**src/rtl/core/i2cms_pkg.sv**
```systemverilog
// Package for the I2C master bit sequencer: transaction payload types,
// command codes and the per-command step counts. No dependencies.
package i2cms_pkg;

    localparam int unsigned CFG_W = 16;
    localparam logic [CFG_W-1:0] STEP_TICKS_RST = 16'd100;

    localparam logic [2:0] MODE_START    = 3'd0;
    localparam logic [2:0] MODE_STOP     = 3'd1;
    localparam logic [2:0] MODE_SEND     = 3'd2;
    localparam logic [2:0] MODE_RECV     = 3'd3;
    localparam logic [2:0] MODE_SEND_ACK = 3'd4;
    localparam logic [2:0] MODE_RECV_ACK = 3'd5;
    localparam logic [2:0] MODE_LIMIT    = 3'd6;

    localparam logic [7:0] MSB_MASK = 8'h80;

    typedef struct packed {
        logic       cmd_valid;
        logic [2:0] mode;
        logic [7:0] tx_byte;
        logic       ack_out;
        logic       sda_in;
    } in_t;

    typedef struct packed {
        logic       scl_level;
        logic       sda_level;
        logic       busy_res;
        logic       done_res;
        logic [7:0] rx_byte;
        logic       ack_in;
    } out_t;

    // Bit position and phase inside a three-step clock pulse.
    typedef struct packed {
        logic [2:0] bit_idx;
        logic [1:0] phase;
    } pulse_pos_t;

    // Number of steps in each command.
    function automatic logic [4:0] seq_len(input logic [2:0] mode);
        logic [4:0] len;
        case (mode)
            MODE_START:    len = 5'd4;
            MODE_STOP:     len = 5'd3;
            MODE_SEND:     len = 5'd24;
            MODE_RECV:     len = 5'd25;
            MODE_SEND_ACK: len = 5'd3;
            MODE_RECV_ACK: len = 5'd4;
            default:       len = 5'd4;
        endcase
        return len;
    endfunction

    // s / 3 as (s * 11) >> 5, exact for s below 32.
    function automatic pulse_pos_t pulse_pos(input logic [4:0] s);
        logic [8:0] prod;
        logic [3:0] quo;
        logic [5:0] three_q;
        pulse_pos_t pos;
        prod    = {4'd0, s} * 9'd11;
        quo     = prod[8:5];
        three_q = {quo, 1'b0} + {2'd0, quo};
        pos.bit_idx = quo[2:0];
        pos.phase   = 2'({1'b0, s} - three_q);
        return pos;
    endfunction

endpackage

```
**src/rtl/core/i2c_master_bit_sequencer.sv**
```systemverilog
// Top level of the I2C master bit sequencer: tick-driven SCL/SDA step engine.
// Depends on i2cms_pkg.
//
// Each input transaction is one timing tick and yields exactly one result
// transaction carrying the pin levels, busy/done flags and received data
// after that tick. A tick is accepted every clock cycle as long as the
// result register is empty or being drained, so throughput is one tick per
// cycle; each result is registered. Commands (start, stop, send byte, receive
// byte, send ack, receive ack) run as fixed step lists, each step held for
// step_ticks ticks (0 behaves as 1); requests made while busy are dropped.
// step_ticks is written through cfg_we/cfg_wdata and resets to 100.
module i2c_master_bit_sequencer (
    input  logic                        aclk,
    input  logic                        aresetn,
    input  logic                        cfg_we,
    input  logic [i2cms_pkg::CFG_W-1:0] cfg_wdata,
    input  logic                        s_valid,
    output logic                        s_ready,
    input  i2cms_pkg::in_t              s_data,
    output logic                        m_valid,
    input  logic                        m_ready,
    output i2cms_pkg::out_t             m_data
);

    logic [i2cms_pkg::CFG_W-1:0] step_ticks_reg;
    logic                        running_reg, running_next;
    logic [2:0]                  mode_reg, mode_next;
    logic [4:0]                  step_reg, step_next;
    logic [15:0]                 hold_reg, hold_next;
    logic [7:0]                  tx_reg, tx_next;
    logic [7:0]                  rx_reg, rx_next;
    logic                        ack_reg, ack_next;
    logic                        scl_reg, scl_next;
    logic                        sda_reg, sda_next;
    logic                        done_next;
    logic                        m_valid_reg;
    i2cms_pkg::out_t             m_data_reg;
    i2cms_pkg::pulse_pos_t       pos_s, pos_t;
    logic [15:0]                 limit;
    logic [15:0]                 hold_inc;
    logic [4:0]                  step_inc;
    logic                        accept;

    assign s_ready = !m_valid_reg || m_ready;
    assign accept  = s_valid && s_ready;
    assign m_valid = m_valid_reg;
    assign m_data  = m_data_reg;

    assign limit = (step_ticks_reg == '0) ? 16'd1 : step_ticks_reg;

    always_comb begin
        running_next = running_reg;
        mode_next    = mode_reg;
        step_next    = step_reg;
        hold_next    = hold_reg;
        tx_next      = tx_reg;
        rx_next      = rx_reg;
        ack_next     = ack_reg;
        scl_next     = scl_reg;
        sda_next     = sda_reg;
        done_next    = 1'b0;

        if (!running_reg && s_data.cmd_valid && s_data.mode < i2cms_pkg::MODE_LIMIT) begin
            running_next = 1'b1;
            mode_next    = s_data.mode;
            step_next    = '0;
            hold_next    = '0;
            if (s_data.mode == i2cms_pkg::MODE_SEND) begin
                tx_next = s_data.tx_byte;
            end else if (s_data.mode == i2cms_pkg::MODE_SEND_ACK) begin
                tx_next = s_data.ack_out ? i2cms_pkg::MSB_MASK : 8'd0;
            end else if (s_data.mode == i2cms_pkg::MODE_RECV) begin
                rx_next = '0;
            end
        end

        pos_s = i2cms_pkg::pulse_pos(step_next);
        // receive byte pulses start one step later, after SDA release
        pos_t = i2cms_pkg::pulse_pos(step_next - 5'd1);

        if (running_next) begin
            if (hold_next == '0) begin
                case (mode_next)
                    i2cms_pkg::MODE_START: begin
                        case (step_next)
                            5'd0:    sda_next = 1'b1;
                            5'd1:    scl_next = 1'b1;
                            5'd2:    sda_next = 1'b0;
                            default: scl_next = 1'b0;
                        endcase
                    end
                    i2cms_pkg::MODE_STOP: begin
                        case (step_next)
                            5'd0:    sda_next = 1'b0;
                            5'd1:    scl_next = 1'b1;
                            default: sda_next = 1'b1;
                        endcase
                    end
                    i2cms_pkg::MODE_SEND, i2cms_pkg::MODE_SEND_ACK: begin
                        case (pos_s.phase)
                            2'd0:    sda_next = |(tx_next & (i2cms_pkg::MSB_MASK >> pos_s.bit_idx));
                            2'd1:    scl_next = 1'b1;
                            default: scl_next = 1'b0;
                        endcase
                    end
                    i2cms_pkg::MODE_RECV: begin
                        if (step_next == '0) begin
                            sda_next = 1'b1;
                        end else begin
                            case (pos_t.phase)
                                2'd0: scl_next = 1'b1;
                                2'd1: begin
                                    if (s_data.sda_in) begin
                                        rx_next = rx_next | (i2cms_pkg::MSB_MASK >> pos_t.bit_idx);
                                    end
                                end
                                default: scl_next = 1'b0;
                            endcase
                        end
                    end
                    default: begin
                        case (step_next)
                            5'd0:    sda_next = 1'b1;
                            5'd1:    scl_next = 1'b1;
                            5'd2:    ack_next = s_data.sda_in;
                            default: scl_next = 1'b0;
                        endcase
                    end
                endcase
            end

            hold_inc  = hold_next + 16'd1;
            step_inc  = step_next + 5'd1;
            hold_next = hold_inc;
            if (hold_inc >= limit) begin
                hold_next = '0;
                step_next = step_inc;
                if (step_inc >= i2cms_pkg::seq_len(mode_next)) begin
                    running_next = 1'b0;
                    step_next    = '0;
                    done_next    = 1'b1;
                end
            end
        end else begin
            hold_inc = hold_next;
            step_inc = step_next;
        end
    end

    always_ff @(posedge aclk) begin
        if (!aresetn) begin
            step_ticks_reg <= i2cms_pkg::STEP_TICKS_RST;
        end else if (cfg_we) begin
            step_ticks_reg <= cfg_wdata;
        end
    end

    always_ff @(posedge aclk) begin
        if (!aresetn) begin
            running_reg <= 1'b0;
            mode_reg    <= '0;
            step_reg    <= '0;
            hold_reg    <= '0;
            tx_reg      <= '0;
            rx_reg      <= '0;
            ack_reg     <= 1'b1;
            scl_reg     <= 1'b1;
            sda_reg     <= 1'b1;
        end else if (accept) begin
            running_reg <= running_next;
            mode_reg    <= mode_next;
            step_reg    <= step_next;
            hold_reg    <= hold_next;
            tx_reg      <= tx_next;
            rx_reg      <= rx_next;
            ack_reg     <= ack_next;
            scl_reg     <= scl_next;
            sda_reg     <= sda_next;
        end
    end

    always_ff @(posedge aclk) begin
        if (!aresetn) begin
            m_valid_reg <= 1'b0;
        end else if (accept) begin
            m_valid_reg <= 1'b1;
        end else if (m_ready) begin
            m_valid_reg <= 1'b0;
        end
    end

    // result payload, loaded with every accepted tick
    always_ff @(posedge aclk) begin
        if (accept) begin
            m_data_reg.scl_level <= scl_next;
            m_data_reg.sda_level <= sda_next;
            m_data_reg.busy_res  <= running_next;
            m_data_reg.done_res  <= done_next;
            m_data_reg.rx_byte   <= rx_next;
            m_data_reg.ack_in    <= ack_next;
        end
    end

endmodule

```
**config.mk**
```make
export PLATFORM = sky130hd
export DESIGN_NAME = i2c_master_bit_sequencer
export DESIGN_NICKNAME = d
export VERILOG_FILES = /design/src/rtl/core/i2cms_pkg.sv /design/src/rtl/core/i2c_master_bit_sequencer.sv
export SDC_FILE = /design/constraint.sdc
export NUM_CORES = 1
export LEC_CHECK = 0
export BUFFER_PORTS_ARGS = -buffer_cell sky130_fd_sc_hd__buf_2
export CORE_ASPECT_RATIO = 2
export CORE_MARGIN = 1
export CORE_UTILIZATION = 40
export CTS_BUF_LIST = sky130_fd_sc_hd__clkbuf_16
export DETAILED_ROUTE_END_ITERATION = 16
export GPL_ROUTABILITY_DRIVEN = 0
export GPL_TIMING_DRIVEN = 0
export PLACE_DENSITY = 0.61
export SETUP_SLACK_MARGIN = 0.05
export SLEW_MARGIN = 10
export SYNTH_ARGS = -nofsm -noshare
export SYNTH_HDL_FRONTEND = slang
export SYNTH_SLANG_ARGS = --single-unit
```
**constraint.sdc**
```tcl
create_clock -name aclk -period 5.8 [get_ports aclk]
set_input_delay 0.58 -clock aclk [delete_from_list [all_inputs] [get_ports aclk]]
set_output_delay 0.58 -clock aclk [all_outputs]
set_load 0.02 [all_outputs]
```
==> run metrics, run 1 <==
leakage power=0.00264 uW; die width=83.6 um; Util after Layout=46.8%; R2R depth=21; Post-CTS Hold Fix Bufs=0; core area=13,000 um^2; Arr. time, crit path=5.67 ns; io pins=50; critical path peak fanout=7; Pre-antenna DRT Iters=4; DRC errors left=0; clk buf depth=2; Max Slew Vio Count=0; end of the critical path=m_data[8]; routed vias/inst=5.75; RR Endpoint=m_data[8]; top area cells in the synthesized netlist=dfxtp_1, ha_1, edfxtp_1, a21oi_1, nand2_1; Slew HR=55.0%; CTS buffer count=9; CP startpoint=running_reg; top cell type's share of synthesized area=22.9%; Sw Pwr=349 uW; synthesized area per cell=8.86 um^2; warning count from the yosys run=0; pre-CTS setup slack=-0.0981 ns; setup violators final=0; global-route wire length before repair=22.2 mm; Final Hold Viols=0; diodes inserted=0; initial antenna violation count=1; Final min period=5.47 ns; Int Power=937 uW; Total Die Area=13,800 um^2; Sequential Power Share=42.9%; R2R Setup Slk=0.33 ns; Max Clk Rate=183 MHz; #FFs+latches synth=74; most frequent cell after synthesis=dfxtp_1; vias in the first global route=4,727; layout cell share with drive strength beyond 1=16.6%; maxcap violations=0; chip height=165 um; mapped cell area=5330 um^2; period utilization=94.2%; post-route ant nets=0; Post-synth EDFFs=13; distinct cell type count after synthesis=85; largest net degree at the start of global routing=23; synth cell count leaders=dfxtp_1, ha_1, nand2_1; status=complete, no violations; Mapped Nets=696; CTS tree=yes; Vias=4,690; Clock Latency Late Sink=0.34 ns; maximum vdd drop=0.144 mV; GR Overflow Total=0; Total Wirelength=14.2 mm; count of input and output buffers=46; routed length per instance=17.4 um; number of DRC markers in iteration 0=191; post-DP HPWL=11.4 mm; Sink Count=74; final instance area=6070 um^2; worst hold path type=register to register; Async SR Flop Fraction=0%; Cell Area, Placed=5750 um^2; area grow syn2layout=14.1%; Tot Pwr=1290 uW; FF-to-FF Start=running_reg; total track usage=20.6%; nets=754; Final Worst Setup Slack=0.334 ns; PD cells=212 nW/um^2; RSZ-0062 raised after global routing=false; slew at the pin closest to its max-slew limit=0.676 ns; Clock Root Buffer=clkbuf_16; predominant post-synthesis flop cell=dfxtp_1; clock share of power=43.4%; Logic pwr share=13.7%; Req. time, crit path=6.00 ns; post-route clock skew=0.00810 ns; crit end category=register; initial core utilization=41.0%; Synth area leader=dfxtp_1; sequential-to-total area share from yosys stat=30.3%; Cells after Synth=601; Net Sw Frac=27.1%; final hold slack=0.460 ns; htree depth=3; crit path launch type=register; WS Path Type=register to register; row count=59; CTS clk-pin slew, worst paths=0.06 ns
==> per-stage QoR <==
step | TNS (ns) | instances
2_1_floorplan | 0 | 601
3_3_place_gp | -0.0662 | 799
3_5_place_dp | -0.990 | 799
4_1_cts | 0 | 815
5_1_grt | 0 | 816
6_report | 0 | 816
==> routing by layer <==
layer  share of wire, %  track usage (%)  vias to the layer above
met5              0.098                0                        -
met4                7.2             17.0                        2
met3                3.2             3.78                       56
met2                 56             40.8                      128
met1                 34             17.3                     2235
li1                   -                -                     2269
==> worst max-delay path, cell delays in order, from the launching register on <==
cell and delay (ns):
dfxtp_1 0.44, and2b_1 0.24, nand2_1 0.23, nand2_1 0.29, ha_1 0.42, inv_1 0.13, nor3_1 0.07, o2bb2ai_2 0.33
inv_1 0.12, fa_1 0.54, inv_1 0.04, ha_1 0.29, a21oi_1 0.20, xnor2_1 0.24, inv_1 0.16, ha_1 0.31
xnor3_1 0.24, nand3b_1 0.08, a21oi_1 0.24, nand4_4 0.17, nor3_2 0.35, a22o_1 0.19
==> power groups by stage <==
| stage | sequential, uW | clock (uW) | combinational, uW |
|---|---|---|---|
| 6_report | 552 | 558 | 176 |
| 5_1_grt | 554 | 588 | 192 |
| 4_1_cts | 552 | 568 | 175 |
| 3_5_place_dp | 564 | 0 | 175 |
| 3_3_place_gp | 563 | 0 | 171 |
| 2_1_floorplan | 568 | 0 | 114 |
==> cells in the final DEF, fill, tap and decap left out, types with 6 or more instances in the layout <==
cell type and count:
a21oi_1 46, a22oi_1 13, ha_1 58, clkbuf_1 12, nor2_1 53, a22o_1 7
inv_1 51, buf_2 49, and2_1 7, o21ai_0 13, mux2i_1 15, clkbuf_16 9
edfxtp_1 13, a21o_1 11, dfxtp_1 61, xor2_1 7, nand2_1 54, xnor2_1 14
nor4_1 6, nand3_1 21, nand2b_1 8, nor3_1 8
==> what timing repair did <==
action,in CTS,in global routing
gates resized for setup,0,5
setup endpoints to repair,0,20
buffers inserted,0,0
==> cell families after synthesis <==
group | synth area share [%]
AND/OR/NAND/NOR | 19.2
flip-flops | 30.3
AO/OA/AOI/OAI | 20.9
buffers and inverters | 6.13
XOR/XNOR | 5.71
multiplexers | 3.38
adder cells (fa/ha/maj) | 14.4
==> how the worst min path moves through the flow <==
stage                      start           endpoint  slack [ns]  depth (start not counted)
CTS                 cfg_wdata[2]  step_ticks_reg[2]        0.46                          3
floorplan              rx_reg[1]          rx_reg[1]        0.43                          2
finish                 rx_reg[5]          rx_reg[5]        0.46                          2
global route        cfg_wdata[6]  step_ticks_reg[6]        0.48                          3
global placement       rx_reg[1]          rx_reg[1]        0.44                          2
detailed placement     rx_reg[5]          rx_reg[5]        0.45                          2
==> cell type report <==
| cell class | count | area (um^2) |
|---|---|---|
| flip-flops and latches | 74 | 1610 |
| plain buffers | 22 | 136 |
| fillers | 1265 | 6920 |
| well taps | 152 | 190 |
| multi-input cells | 454 | 3410 |
| repair buffers | 47 | 241 |
| clock buffers | 9 | 225 |
| inverters | 51 | 191 |
| clock inverters | 7 | 70.1 |
No activity file was read; power rests on OpenSTA's default activity.
==> inputs of run 2 (changes only) <==
ABC_AREA = 1   (was default)
PLACE_DENSITY = 0.6   (was 0.61)
==> run 2 against run 1 <==
Net effect: the flow now finishes with violations (DRC); final cell count up 20%; area after synthesis up 0.75%; fmax up 0.73%; via count grew 7.5%; routed wire length is 0.97% lower; largest power group unchanged; final area is 1.7% higher; register-to-register slack improved by 0.12 ns; utilization is 0.51 points higher; clock skew about the same; non-clock buffer count grew 4; critical path type is now input pin to register; first-iteration DRC count increased by 3.7%.
==> run metrics, run 2 <==
Crit-path slowest cell=fa_1; nets=914 (+21%); Synth area leader=dfxtp_1; Sw Pwr=470 uW (+34%); CP most frequent cell=inv_1; total track usage=20.9% (+0.31 points); global-route wire length before repair=22.9 mm (+3.1%); routed length per instance=14.4 um (-17%); Arr. time, crit path=5.72 ns (+0.05 ns); CP max stage delay=0.50 ns (-0.04 ns); PD cells=241 nW/um^2 (+14%); FF-to-FF Start=running_reg; Total Die Area=13,900 um^2 (+0.74%); XOR/XNOR Fraction of Synth Area=4.08% (-1.6 points); Vias=5,041 (+7.5%); Net Sw Frac=31.6% (+4.4 points); most frequent cell after synthesis=nand2_1; synthesized area per cell=7.13 um^2 (-19%); vias in the first global route=5,086 (+7.6%); complex-gate fraction of the synthesized area=13.2% (-7.7 points); io pins=50 (unchanged); Sequential Power Share=38.3% (-4.6 points); multi-input logic area=3220 um^2 (-5.4%); core area=13,100 um^2 (+0.57%); Min-Delay Startpoint=cfg_wdata[2]; Clock Root Buffer=clkbuf_16; CTS tree=yes; row count=59 (unchanged); WS Path Type=input pin to register; Logic pwr share=23.0% (+9.3 points); largest net degree at the start of global routing=23 (unchanged); area grow syn2layout=15.1%; number of DRC markers in iteration 0=198 (+3.7%); Mapped Nets=847 (+22%); DRC errors left=6 (+6); top cell type's share of synthesized area=22.8% (-0.17 points); RSZ-0062 raised after global routing=false; predominant post-synthesis flop cell=dfxtp_1; htree depth=3 (unchanged); Req. time, crit path=6.09 ns (+0.09 ns); crit path launch type=input pin; commonest non-fill, non-tap cell in the layout=nand2_1; warning count from the yosys run=0 (unchanged); FILL cells=1,310 (+3.6%); clock share of power=38.8% (-4.6 points); #FFs+latches synth=74 (unchanged); multiplexer share of the synthesized area=0% (-3.4 points); post-DP HPWL=11.5 mm (+1.2%); largest family of logic cells by synthesized area=simple AND/OR/NAND/NOR gates; Cells after Synth=752 (+25%); Sink Count=74 (unchanged); Final min period=5.43 ns (-0.0397 ns); Post-synth EDFFs=13 (unchanged); chip height=166 um (+0.37%); crit end category=register; Cell Area, Placed=5800 um^2 (+0.96%); leakage power=0.00316 uW (+20%); commonest cells after routing, fill and taps aside=nand2_1, inv_1, nor2_1; GR Overflow Total=0 (unchanged); die width=83.9 um (+0.36%); layout cell share with drive strength beyond 1=15.9% (-0.67 points); mapped cell area=5370 um^2 (+0.75%); count of input and output buffers=49 (+6.5%); slew at the pin closest to its max-slew limit=0.642 ns (-0.0336 ns); clk buf depth=2 (unchanged); Max Slew Vio Count=0 (unchanged); synth cell count leaders=nand2_1, inv_1, nor2_1; CP startpoint=s_data[12]; status=finished, violations left; CTS clk-pin slew, worst paths=0.06 ns (about the same); Pre-antenna DRT Iters=11 (+7); Slew HR=57.2% (+2.2 points); adder-cell share of the synthesized area=14.3% (-0.11 points); failing checks=DRC; diodes inserted=0 (unchanged); maxcap violations=0 (unchanged); post-route ant nets=0 (unchanged); post-route clock skew=0.00832 ns (+0.000213 ns); period utilization=93.6% (-0.68 points); critical path peak fanout=10 (+3); final instance area=6180 um^2 (+1.7%); initial antenna violation count=0 (-1); top area cells in the synthesized netlist=dfxtp_1, ha_1, nand2_1, inv_1, edfxtp_1; Util after Layout=47.3% (+0.51 points); Max Clk Rate=184 MHz (+0.73%); Post-Synth Simple-Gate Area=28.3% (+9.1 points); maximum vdd drop=0.191 mV (+32%); register area=1610 um^2 (unchanged); distinct cell type count after synthesis=44 (-48%); Int Power=1020 uW (+8.5%); Total Wirelength=14.1 mm (-0.97%); initial core utilization=41.1% (+0.075 points); Clock Latency Late Sink=0.34 ns (about the same); setup violators final=0 (unchanged); total negative slack=0 ns (unchanged); worst hold path type=input pin to register; CTS buffer count=9 (unchanged); Async SR Flop Fraction=0% (unchanged); Final Hold Viols=0 (unchanged); routed vias/inst=5.16 (-10%); sequential-to-total area share from yosys stat=30.0% (-0.23 points)
-- run 2: cell families (layout without fill, tap and decap cells) --
family                   Yosys count  in the layout
AO/OA/AOI/OAI                    125            125
flip-flops                        74             74
adder cells (fa/ha/maj)           60             60
XOR/XNOR                          25             25
buffers and inverters            134            206
AND/OR/NAND/NOR                  334            334
-- run 2: metal layers --
layer  track usage, %  up-vias  routed length [um]
li1                 -     2573                   -
met1             17.6     2340                4840
met2             44.6       93                8320
met3             2.83       35                 333
met4             10.6        0                 578
met5                0        -                   0
-- run 2: final cells by class --
type	count	area share, %
multi-input combinational	544	52.2
tap	152	3.08
clock buffer	9	3.65
timing repair buffer	56	4.82
clock inverter	7	1.32
buffer	17	1.62
sequential	74	26.1
inverter	117	7.21
-- run 2: path summary, 6_finish.rpt --
path,cells past startpoint,slack [ns],end
setup / recovery,29,0.37,rx_reg[1]
hold / removal,3,0.45,step_ticks_reg[2]
setup reg to reg,28,0.45,rx_reg[1]
hold reg to reg,2,0.46,step_ticks_reg[0]
-- run 2: worst max-delay path, delay by kind of cell --
| family | cells | cell delay, ns |
|---|---|---|
| adder cells (fa/ha/maj) | 5 | 1.78 |
| AND/OR/NAND/NOR | 8 | 1.11 |
| buffers and inverters | 10 | 1.23 |
| AO/OA/AOI/OAI | 3 | 0.39 |
| XOR/XNOR | 3 | 0.62 |
-- run 2: per-stage QoR --
step | worst slack [ns] | hold WS [ns] | power, uW | cells
6_report | 0.374 | 0.453 | 1490 | 976
3_3_place_gp | -0.443 | 0.454 | 900 | 953
5_1_grt | 0.0386 | 0.461 | 1560 | 976
2_1_floorplan | 0.810 | 0.433 | 817 | 752
4_1_cts | 0.203 | 0.448 | 1490 | 969
3_5_place_dp | -0.571 | 0.453 | 910 | 953
-- run 2: power by group through the flow --
stage,clock network (uW),logic (uW),registers [uW]
2_1_floorplan,0,229,589
3_3_place_gp,0,321,579
3_5_place_dp,0,330,580
4_1_cts,586,331,569
5_1_grt,605,386,572
6_report,576,341,569
-- run 2: what timing repair did --
| action | in CTS | in global routing |
|---|---|---|
| hold buffers | 0 | 0 |
| gates cloned | 0 | 0 |
| pin swaps | 0 | 3 |
| buffers inserted | 0 | 7 |
| endpoints found under the setup margin | 16 | 16 |
| resized for setup | 2 | 2 |
